## src/design/mlft_pkg.sv

```systemverilog
// Shared types and constants for the MAC learning forwarding table.
// Used by mlft_regs, mlft_ctrl, mlft_dp and the top module; depends on nothing.
`default_nettype none
package mlft_pkg;

  localparam int DEF_TABLE_DEPTH = 16;
  localparam int DEF_PORT_COUNT  = 16;

  localparam int MAC_W   = 48;
  localparam int PORT_W  = 4;
  localparam int LIMIT_W = 5;
  localparam int APB_AW  = 2;
  localparam int APB_DW  = 32;

  localparam logic [LIMIT_W-1:0] LIMIT_RESET = 5'd16;

  localparam logic [APB_AW-1:0] REG_TABLE_LIMIT = 2'd0;

  localparam logic OP_FRAME = 1'b0;
  localparam logic OP_LEARN = 1'b1;

  typedef enum logic [1:0] {
    ST_IDLE,
    ST_SCAN,
    ST_DRAIN,
    ST_FINISH
  } state_t;

  // Commands from the controller to the datapath
  typedef struct packed {
    logic load;
    logic issue;
    logic finish;
  } ctrl_cmd_t;

  // Status from the datapath to the controller
  typedef struct packed {
    logic scan_done;
  } ctrl_stat_t;

endpackage
`default_nettype wire

```

## src/design/mlft_ram.sv

```systemverilog
// Generic single-write, single-read RAM with registered read data.
// Standalone; no package dependency.
`default_nettype none
module mlft_ram #(
  parameter int WIDTH = 52,
  parameter int DEPTH = 16
) (
  input  wire logic                     clk,
  input  wire logic                     we,
  input  wire logic [$clog2(DEPTH)-1:0] waddr,
  input  wire logic [WIDTH-1:0]         wdata,
  input  wire logic [$clog2(DEPTH)-1:0] raddr,
  output logic      [WIDTH-1:0]         rdata
);

  logic [WIDTH-1:0] mem [DEPTH];

  always_ff @(posedge clk) begin
    if (we) begin
      mem[waddr] <= wdata;
    end
    rdata <= mem[raddr];
  end

endmodule
`default_nettype wire

```

## src/design/mlft_regs.sv

```systemverilog
// APB configuration register (table_limit) for the forwarding table.
// Depends on mlft_pkg.
`default_nettype none
module mlft_regs (
  input  wire logic                          clk,
  input  wire logic                          rst,
  input  wire logic                          psel,
  input  wire logic                          penable,
  input  wire logic                          pwrite,
  input  wire logic [mlft_pkg::APB_AW-1:0]   paddr,
  input  wire logic [mlft_pkg::APB_DW-1:0]   pwdata,
  output logic      [mlft_pkg::APB_DW-1:0]   prdata,
  output logic                               pready,
  output logic      [mlft_pkg::LIMIT_W-1:0]  table_limit
);

  logic wr_en;

  assign pready = 1'b1;
  assign wr_en  = psel && penable && pwrite && (paddr == mlft_pkg::REG_TABLE_LIMIT);

  always_ff @(posedge clk) begin
    if (rst) begin
      table_limit <= mlft_pkg::LIMIT_RESET;
    end else if (wr_en) begin
      table_limit <= pwdata[mlft_pkg::LIMIT_W-1:0];
    end
  end

  always_comb begin
    prdata = '0;
    if (paddr == mlft_pkg::REG_TABLE_LIMIT) begin
      prdata = mlft_pkg::APB_DW'(table_limit);
    end
  end

endmodule
`default_nettype wire

```

## src/design/mlft_ctrl.sv

```systemverilog
// Controller state machine: sequences load, table scan, drain and finish.
// Depends on mlft_pkg.
`default_nettype none
module mlft_ctrl (
  input  wire logic                 clk,
  input  wire logic                 rst,
  input  wire logic                 start,
  output logic                      busy,
  input  wire mlft_pkg::ctrl_stat_t stat,
  output mlft_pkg::ctrl_cmd_t       cmd
);

  mlft_pkg::state_t state, state_next;

  always_ff @(posedge clk) begin
    if (rst) begin
      state <= mlft_pkg::ST_IDLE;
    end else begin
      state <= state_next;
    end
  end

  always_comb begin
    state_next = state;
    unique case (state)
      mlft_pkg::ST_IDLE: begin
        if (start) begin
          state_next = mlft_pkg::ST_SCAN;
        end
      end
      mlft_pkg::ST_SCAN: begin
        if (stat.scan_done) begin
          state_next = mlft_pkg::ST_DRAIN;
        end
      end
      mlft_pkg::ST_DRAIN:  state_next = mlft_pkg::ST_FINISH;
      mlft_pkg::ST_FINISH: state_next = mlft_pkg::ST_IDLE;
      default:             state_next = mlft_pkg::ST_IDLE;
    endcase
  end

  always_comb begin
    cmd  = '0;
    busy = 1'b1;
    unique case (state)
      mlft_pkg::ST_IDLE: begin
        busy     = 1'b0;
        cmd.load = start;
      end
      mlft_pkg::ST_SCAN: begin
        cmd.issue = !stat.scan_done;
      end
      mlft_pkg::ST_DRAIN: begin
        cmd = '0;
      end
      mlft_pkg::ST_FINISH: begin
        cmd.finish = 1'b1;
      end
      default: begin
        cmd = '0;
      end
    endcase
  end

endmodule
`default_nettype wire

```

## src/design/mlft_dp.sv

```systemverilog
// Datapath: request capture, entry scan compare, learn decision, result registers.
// Depends on mlft_pkg and mlft_ram.
`default_nettype none
module mlft_dp #(
  parameter int TABLE_DEPTH = mlft_pkg::DEF_TABLE_DEPTH,
  parameter int PORT_COUNT  = mlft_pkg::DEF_PORT_COUNT
) (
  input  wire logic                          clk,
  input  wire logic                          rst,
  input  wire mlft_pkg::ctrl_cmd_t           cmd,
  output mlft_pkg::ctrl_stat_t               stat,
  input  wire logic [mlft_pkg::LIMIT_W-1:0]  table_limit,
  input  wire logic                          op,
  input  wire logic [mlft_pkg::MAC_W-1:0]    src_mac,
  input  wire logic [mlft_pkg::MAC_W-1:0]    dst_mac,
  input  wire logic [mlft_pkg::PORT_W-1:0]   ingress_port,
  output logic                               done,
  output logic                               hit,
  output logic      [mlft_pkg::PORT_W-1:0]   out_port,
  output logic                               flood,
  output logic                               learned,
  output logic                               table_full
);

  localparam int AW    = $clog2(TABLE_DEPTH);
  localparam int CW    = $clog2(TABLE_DEPTH + 1);
  localparam int LW    = (CW > mlft_pkg::LIMIT_W) ? CW : mlft_pkg::LIMIT_W;
  localparam int PCW0  = $clog2(PORT_COUNT + 1);
  localparam int PCW   = (PCW0 > mlft_pkg::PORT_W) ? PCW0 : mlft_pkg::PORT_W;
  localparam int ENT_W = mlft_pkg::MAC_W + mlft_pkg::PORT_W;

  logic                         op_q;
  logic [mlft_pkg::MAC_W-1:0]   src_q;
  logic [mlft_pkg::MAC_W-1:0]   dst_q;
  logic [mlft_pkg::PORT_W-1:0]  port_q;
  logic [CW-1:0]                idx;
  logic [CW-1:0]                entry_count;
  logic                         cmp_valid;
  logic                         dst_hit;
  logic [mlft_pkg::PORT_W-1:0]  dst_port;
  logic                         src_hit;

  logic [ENT_W-1:0]             rd_data;
  logic [mlft_pkg::MAC_W-1:0]   rd_mac;
  logic [mlft_pkg::PORT_W-1:0]  rd_port;

  logic is_frame;
  logic need_learn;
  logic port_ok;
  logic room;
  logic do_write;
  logic do_full;

  assign rd_mac  = rd_data[mlft_pkg::MAC_W-1:0];
  assign rd_port = rd_data[ENT_W-1:mlft_pkg::MAC_W];

  assign stat.scan_done = (idx == entry_count);

  assign is_frame   = (op_q == mlft_pkg::OP_FRAME);
  assign need_learn = !is_frame || !dst_hit;
  assign port_ok    = PCW'(port_q) < PCW'(PORT_COUNT);
  assign room       = (LW'(entry_count) < LW'(table_limit)) &&
                      (entry_count < CW'(TABLE_DEPTH));
  assign do_write   = cmd.finish && need_learn && port_ok && !src_hit && room;
  assign do_full    = need_learn && port_ok && !src_hit && !room;

  mlft_ram #(
    .WIDTH (ENT_W),
    .DEPTH (TABLE_DEPTH)
  ) u_ram (
    .clk   (clk),
    .we    (do_write),
    .waddr (entry_count[AW-1:0]),
    .wdata ({port_q, src_q}),
    .raddr (idx[AW-1:0]),
    .rdata (rd_data)
  );

  always_ff @(posedge clk) begin
    if (cmd.load) begin
      op_q   <= op;
      src_q  <= src_mac;
      dst_q  <= dst_mac;
      port_q <= ingress_port;
    end
  end

  // Scan: issue one read per cycle, compare the entry in the following cycle
  always_ff @(posedge clk) begin
    if (rst) begin
      cmp_valid <= 1'b0;
      idx       <= '0;
    end else begin
      cmp_valid <= cmd.issue;
      if (cmd.load) begin
        idx <= '0;
      end else if (cmd.issue) begin
        idx <= idx + CW'(1);
      end
    end
  end

  always_ff @(posedge clk) begin
    if (cmd.load) begin
      dst_hit  <= 1'b0;
      dst_port <= '0;
      src_hit  <= 1'b0;
    end else if (cmp_valid) begin
      if (!dst_hit && (rd_mac == dst_q)) begin
        dst_hit  <= 1'b1;
        dst_port <= rd_port;
      end
      if (rd_mac == src_q) begin
        src_hit <= 1'b1;
      end
    end
  end

  always_ff @(posedge clk) begin
    if (rst) begin
      entry_count <= '0;
      done        <= 1'b0;
    end else begin
      done <= cmd.finish;
      if (do_write) begin
        entry_count <= entry_count + CW'(1);
      end
    end
  end

  always_ff @(posedge clk) begin
    if (cmd.finish) begin
      hit        <= is_frame && dst_hit;
      out_port   <= (is_frame && dst_hit) ? dst_port : '0;
      flood      <= is_frame && !dst_hit;
      learned    <= do_write;
      table_full <= do_full;
    end
  end

endmodule
`default_nettype wire

```

## src/design/mac_learning_forward_table_top.sv

```systemverilog
// MAC learning forwarding table: one request in, one result out per request.
// An item is captured, scanned against every stored entry, then passes the drain and finish
// states before the done cycle; the scan reads one entry per cycle through a single RAM read port.
// A new request can be accepted in the cycle that done is high. The receiver cannot stall.
// Synchronous reset empties the table (entry count 0) and sets table_limit to 16.
// Depends on mlft_pkg, mlft_regs, mlft_ctrl, mlft_dp and mlft_ram.
`default_nettype none
module mac_learning_forward_table_top #(
  parameter int TABLE_DEPTH = mlft_pkg::DEF_TABLE_DEPTH,
  parameter int PORT_COUNT  = mlft_pkg::DEF_PORT_COUNT
) (
  input  wire logic                         clk,
  input  wire logic                         rst,
  input  wire logic                         start,
  output logic                              busy,
  input  wire logic                         op,
  input  wire logic [mlft_pkg::MAC_W-1:0]   src_mac,
  input  wire logic [mlft_pkg::MAC_W-1:0]   dst_mac,
  input  wire logic [mlft_pkg::PORT_W-1:0]  ingress_port,
  output logic                              done,
  output logic                              hit,
  output logic      [mlft_pkg::PORT_W-1:0]  out_port,
  output logic                              flood,
  output logic                              learned,
  output logic                              table_full,
  input  wire logic                         psel,
  input  wire logic                         penable,
  input  wire logic                         pwrite,
  input  wire logic [mlft_pkg::APB_AW-1:0]  paddr,
  input  wire logic [mlft_pkg::APB_DW-1:0]  pwdata,
  output logic      [mlft_pkg::APB_DW-1:0]  prdata,
  output logic                              pready
);

  mlft_pkg::ctrl_cmd_t            cmd;
  mlft_pkg::ctrl_stat_t           stat;
  logic [mlft_pkg::LIMIT_W-1:0]   table_limit;

  mlft_regs u_regs (
    .clk         (clk),
    .rst         (rst),
    .psel        (psel),
    .penable     (penable),
    .pwrite      (pwrite),
    .paddr       (paddr),
    .pwdata      (pwdata),
    .prdata      (prdata),
    .pready      (pready),
    .table_limit (table_limit)
  );

  mlft_ctrl u_ctrl (
    .clk   (clk),
    .rst   (rst),
    .start (start),
    .busy  (busy),
    .stat  (stat),
    .cmd   (cmd)
  );

  mlft_dp #(
    .TABLE_DEPTH (TABLE_DEPTH),
    .PORT_COUNT  (PORT_COUNT)
  ) u_dp (
    .clk          (clk),
    .rst          (rst),
    .cmd          (cmd),
    .stat         (stat),
    .table_limit  (table_limit),
    .op           (op),
    .src_mac      (src_mac),
    .dst_mac      (dst_mac),
    .ingress_port (ingress_port),
    .done         (done),
    .hit          (hit),
    .out_port     (out_port),
    .flood        (flood),
    .learned      (learned),
    .table_full   (table_full)
  );

  a_done_idle: assert property (@(posedge clk) disable iff (rst)
    done |-> !busy)
    else $error("result strobe while a request is still in progress");

  a_accept_busy: assert property (@(posedge clk) disable iff (rst)
    (start && !busy) |=> busy)
    else $error("accepted request did not make the block busy");

  a_single_strobe: assert property (@(posedge clk) disable iff (rst)
    done |=> !done)
    else $error("result strobe lasted more than one cycle");

  a_hit_flood: assert property (@(posedge clk) disable iff (rst)
    done |-> !(hit && flood))
    else $error("hit and flood reported together");

  a_learn_full: assert property (@(posedge clk) disable iff (rst)
    done |-> !(learned && table_full))
    else $error("learned and table_full reported together");

endmodule
`default_nettype wire
```

## config.mk

```make
export PLATFORM = sky130hd
export DESIGN_NAME = mac_learning_forward_table_top
export DESIGN_NICKNAME = d
export VERILOG_FILES = /design/src/design/mlft_pkg.sv /design/src/design/mlft_ram.sv /design/src/design/mlft_regs.sv /design/src/design/mlft_ctrl.sv /design/src/design/mlft_dp.sv /design/src/design/mac_learning_forward_table_top.sv
export SDC_FILE = /design/constraint.sdc
export NUM_CORES = 1
export LEC_CHECK = 0
export ABC_CLOCK_PERIOD_IN_PS = 7800
export BUFFER_PORTS_ARGS = -buffer_cell sky130_fd_sc_hd__buf_2
export CAP_MARGIN = 20
export CORE_MARGIN = 3
export CORE_UTILIZATION = 60
export CTS_CLUSTER_SIZE = 20
export DETAILED_ROUTE_END_ITERATION = 8
export PLACE_DENSITY = 0.78
export SYNTH_ARGS = -nofsm -noshare
export SYNTH_HDL_FRONTEND = slang
export SYNTH_SLANG_ARGS = --single-unit
export TNS_END_PERCENT = 100
```

## constraint.sdc

```tcl
create_clock -name clk -period 7.8 [get_ports clk]
set_input_delay 1.95 -clock clk [delete_from_list [all_inputs] [get_ports clk]]
set_output_delay 1.95 -clock clk [all_outputs]
set_load 0.03 [all_outputs]
```

# Yosys cells after proc, flatten, opt, wreduce, memory -nomap -nowiden
# Memories as Yosys holds them, arrays and structs flattened. A register that Yosys moved wholly into a read port is not among the register bits.
# Cells that the tools add are included.
dict set report word_totals {
  regBits 134
  ram_bits 832
  elab_cells 65
  memories 1
}
dict set report op_classes {
  mux 10
  bitwise_logic 1
  n_eq_ne 8
  order_cmp 2
  n_reduce_logical 23
  n_addsub 2
}
# name words width read_ports rd_ports_with_merged_regs write_ports line
set mem_list {}
lappend mem_list {u_dp.u_ram.mem 16 52 1 1 1 mlft_ram.sv:16} ;# logic [WIDTH-1:0] mem [DEPTH];
# cell n
set ops {}
lappend ops {{$eq A48 B48 Y1} 2}
lappend ops {{$logic_and A1 B1 Y1} 12}
lappend ops {{$add A5 B1 Y5 const B} 2}
lappend ops {{$pmux W2 S4} 1}
lappend ops {{$mux W1} 6}
lappend ops {{$reduce_and A2 Y1} 3}
lappend ops {{$eq A5 B5 Y1} 1}
lappend ops {{$lt A5 B5 Y1} 1}
lappend ops {{$lt A5 B5 Y1 const B} 1}
lappend ops {{$mux W5} 1}
lappend ops {{$eq A2 B2 Y1 const B} 2}
lappend ops {{$logic_not A1 Y1} 4}
lappend ops {{$logic_not A2 Y1} 2}
lappend ops {{$mux W2} 2}
lappend ops {{$eq A2 B1 Y1 const B} 1}
lappend ops {{$ne A2 B1 Y1 const B} 1}
lappend ops {{$ne A2 B2 Y1 const B} 1}
lappend ops {{$reduce_or A2 Y1} 1}
lappend ops {{$logic_or A1 B1 Y1} 1}
lappend ops {{$not A1 Y1} 1}

# Logic depth before layout (Yosys ltp)
dict set report depth {
  word_depth 7
  ltp_mapped 8
  ltp_nobuf 7
}

# Modules after synthesis
# A second synthesis with hierarchy kept.
dict set report hier_totals {
  cells_unflattened 1760
  area_unflattened_um2 38164.1
}
# mod instances area_per_inst_um2 cells_each
set modules_own_cells {}
lappend modules_own_cells {mlft_ram 1 32215.9 1344}
lappend modules_own_cells {mlft_dp 1 5282.6 338}
lappend modules_own_cells {mlft_regs 1 493.0 59}
lappend modules_own_cells {mlft_ctrl 1 172.7 19}

# Worst setup path after synthesis
# No wires, ideal clock.
dict set report synth_timing {
  path_type {reg-to-reg}
  start {reg u_ctrl.state[1]}
  end {mem u_dp.u_ram.mem[0][0] (enable)}
  stages_incl_launch_ff 8
  n_path_buf 1
  arrival_ps 5012
  path_slack_ps 2262
  setup_ps 526
  cell_sequence {dfxtp_1 -> ha_1 -> and3_1 -> o2111a_1 -> or2_1 -> buf_2 -> nand2_1 -> nor3_1}
}
# element line
set synth_rtl {}
lappend synth_rtl {{start: declaration} mlft_ctrl.sv:13} ;# mlft_pkg::state_t state, state_next;
lappend synth_rtl {{start signal: assignment} mlft_ctrl.sv:17} ;# state <= mlft_pkg::ST_IDLE;
lappend synth_rtl {{start signal: assignment} mlft_ctrl.sv:19} ;# state <= state_next;
lappend synth_rtl {{end: declaration} mlft_ram.sv:16}

# Final worst setup path
dict set report layout_timing {
  start {in paddr[1] in the netlist's numbering}
  end {out prdata[0] in the netlist's numbering}
}
dict set report layout_between {
  elab_chain_len 2
}
# element line
set layout_rtl {}
lappend layout_rtl {{start: declaration} mac_learning_forward_table_top.sv:29} ;# input wire logic [mlft_pkg::APB_AW-1:0] paddr,
lappend layout_rtl {{$logic_not A2 Y1} mlft_regs.sv:32} ;# if (paddr == mlft_pkg::REG_TABLE_LIMIT) begin
lappend layout_rtl {{$mux W5} mlft_regs.sv:32}
lappend layout_rtl {{end: declaration} mac_learning_forward_table_top.sv:31} ;# output logic [mlft_pkg::APB_DW-1:0] prdata,
# No other way between the ends.

==> flow_summary_export.csv <==
group,metric,value,unit
run_status,status,"finished clean",
pwr,power_switching,2770,uW
finish,final_cell_mix,"edfxtp_1 (941), mux4_2 (260), buf_2 (128), clkbuf_16 (100), dfxtp_1 (73)",
grt,grt_pass1_vias,18300,
yosys,synth_edf_count,941,
finish,drive_gt1_share,30.1,%
finish,final_common_cell,"edfxtp_1",
yosys,ys_top_cells_by_area,"edfxtp_1 (74%), mux4_2 (15%), dfxtp_1 (4.0%)",
yosys,yosys.area.top_type,"edfxtp_1",
clocking,path_clk_slew,60,ps
clocking,htree_num_levels,3,
route,num_vias,17800,
yosys,synthCells,1659,
worst_setup_path,cp-start-kind,"input pin",
route,drc,0,
worst_setup_path,slowest_stage,"buf_2",
grt,grt_usage,26.1,%
clocking,cts_resized,0,
worst_hold_path,hold_class,"register to register",
timing,finalCriticalPeriod,4480,ps
timing,clock.fmax,0.223,GHz
placement,io_buffers,128,
floorplanning,die_w,258,um
clocking,post_cts_buffers,0,
grt,antenna_found_initial,3,
yosys,yosysTopAreaCellShare,74.0,%
timing,final.setup_skew,25.3,ps
pwr,combPwrFrac,5.9,%
clocking,cts_buffer_depth,3,
worst_setup_path,crit_family,"buffers and inverters",
pwr,leakagePower,0.0136,uW
clocking,cts_made_buffers,97,
pwr,p_int,9440,uW
clocking,numClockSinks,1018,
yosys,synth_ff_type,"edfxtp_1",
worst_setup_path,arrival,2530,ps
timing,worstMarginPinSlew,1130,ps
yosys,postSynth.asyncResetShare,0,%
yosys,ys_seq_area_share,78.1,%
worst_setup_path,endpoint_kind,"output port",
placement,dp_hpwl,44.6,mm
worst_setup_path,worst-path-buf-inv,2,
pwr,irDropWorstVdd,241,uV
yosys,synth_cell_type_count,47,
floorplanning,start_util,61.3,%
route,dr.pass1.iters,7,
floorplanning,ioPinCount,184,
pwr,p_seq_share,56.4,%
route,vias_per_cell,6.42,
grt,overflow,0,
floorplanning,rows,91,
route,routed_wl,84.9,mm
yosys,syn_area,0.0382,mm^2
floorplanning,core_area,0.0623,mm^2
yosys,syn_avg_cell_area,23.0,um^2
pwr,switching_share,22.7,%
clocking,cts_root_buffer,"clkbuf_16",
floorplanning,die_h,258,um
route,ant_nets,0,
pwr,pwr-share-clk,37.7,%
yosys,ys_warn_count,0,
timing,setup_viol,0,
worst_setup_path,crit_required,5850,ps
timing,rsz0062_at_grt,"false",
timing,finalMaxSlewViolations,0,
worst_setup_path,worstPathCellList,"buf_2 > nor2_1 > and2_1 > buf_2",
route,drt-initial-drc-count,2158,
timing,slew_headroom,24.3,%
pwr,power_density,284,mW/mm^2
route,wl_per_cell,30.7,um
placement,place.gp.congestion,0.818,
grt,grt_pass1_wl,123,mm
worst_setup_path,worstPathMaxFanout,5,
worst_setup_path,critPathMaxStageDelay,190,ps
worst_setup_path,crit_top_cell,"buf_2",
worst_setup_path,crit_type,"input pin to output port",
timing,holdWs,478,ps
grt,grt_max_degree,101,
timing,post-route-period-util,57.5,%
floorplanning,dieArea,0.0667,mm^2
clocking,cts_tree,"built",
timing,hold_viol_final,0,
yosys,synth_seq_cells,1018,
clocking,ctsHoldBuffers,0,
timing,fin_setup_tns,0,ps
finish,fin_nets,2006,
finish,area_growth,12.6,%
clocking,clk_latency,640,ps
run,maxCapViolations,0,
stage by stage:
step	util, %	total power [uW]	cells	worst slack (ps)	instance area (um^2)
finish	69.0	12200	2770	3320	43000
global route	69.0	12600	2769	3270	43000
CTS	69.0	12300	2769	3310	43000
detailed placement	64.0	7690	2589	3330	39800
global placement	64.0	7640	2589	3340	39800
floorplan	-	7300	1685	2260	38300
layer usage:
metal	vias up	global-route usage [%]	wire length [um]
li1	7223	-	-
met1	9400	36.3	31800
met2	988	41.0	41900
met3	169	6.92	8530
met4	0	8.94	2660
met5	-	0	0
worst register-to-register path: stages, from the launching register on:
cell and delay [ps]:
dfxtp_1 380, ha_1 470, and3_1 260, o2111a_1 240, or2_1 250, nand2_1 270
nor2_4 680, buf_4 770
cell families after synthesis:
| family | Yosys count | share of synthesized area [%] |
|---|---|---|
| XOR/XNOR | 92 | 2.11 |
| buffers and inverters | 123 | 1.57 |
| adder cells (fa/ha/maj) | 14 | 0.459 |
| multiplexers | 271 | 15.6 |
| AO/OA/AOI/OAI | 31 | 0.656 |
| AND/OR/NAND/NOR | 108 | 1.47 |
| other | 2 | 0.0197 |
| flip-flops | 1018 | 78.1 |
Yosys cell counts, drive strengths merged, types with 5 or more instances:
library cell and count:
nor2 39, ha 14, xnor2 37, mux2i 10
nand2 8, buf 62, dfxtp 77, clkbuf 29
inv 32, nand2b 6, nand4 12, nor3 14
edfxtp 941, mux4 260, xor2 55, and2 5
o22ai 5, nor4 15
registers in the layout, summed over array words and instances, names as in the netlist, 2 cells and up:
name                flops
u_regs.table_limit      5
u_dp.u_ram.rdata       52
u_dp.entry_count        5
u_ctrl.state            2
u_dp.port_q             4
u_dp.out_port           4
u_dp.idx                5
u_dp.dst_q             48
u_dp.dst_port           4
u_dp.u_ram.mem        832
u_dp.src_q             48
power groups by stage:
stage,clock network (uW),registers [uW],logic (uW)
detailed placement,0,6990,706
global route,4880,6930,762
finish,4610,6890,720
CTS,4660,6880,719
global placement,0,6950,692
floorplan,0,6840,457
cell type report:
class	instances	area, um^2
Timing Repair Buffer	158	891
Multi-Input combinational cell	544	7980
Fill cell	3673	19300
Sequential cell	1018	29800
Clock inverter	50	453
Antenna cell	1	2.50
Tap cell	837	1050
Clock buffer	130	2680
Inverter	32	123
final timing paths:
path	slack (ps)	to	cells after the start	from
max	3320	prdata[0]	4	paddr[1]
max reg2reg	4060	u_dp.u_ram.mem[5][8]$_DFFE_PP_	7	u_ctrl.state[1]$_SDFFE_PP0P_
min	480	u_regs.table_limit[4]$_SDFFE_PP1P_	1	u_regs.table_limit[4]$_SDFFE_PP1P_
min reg2reg	480	u_regs.table_limit[4]$_SDFFE_PP1P_	1	u_regs.table_limit[4]$_SDFFE_PP1P_
Power figures use the tool's default switching activity.
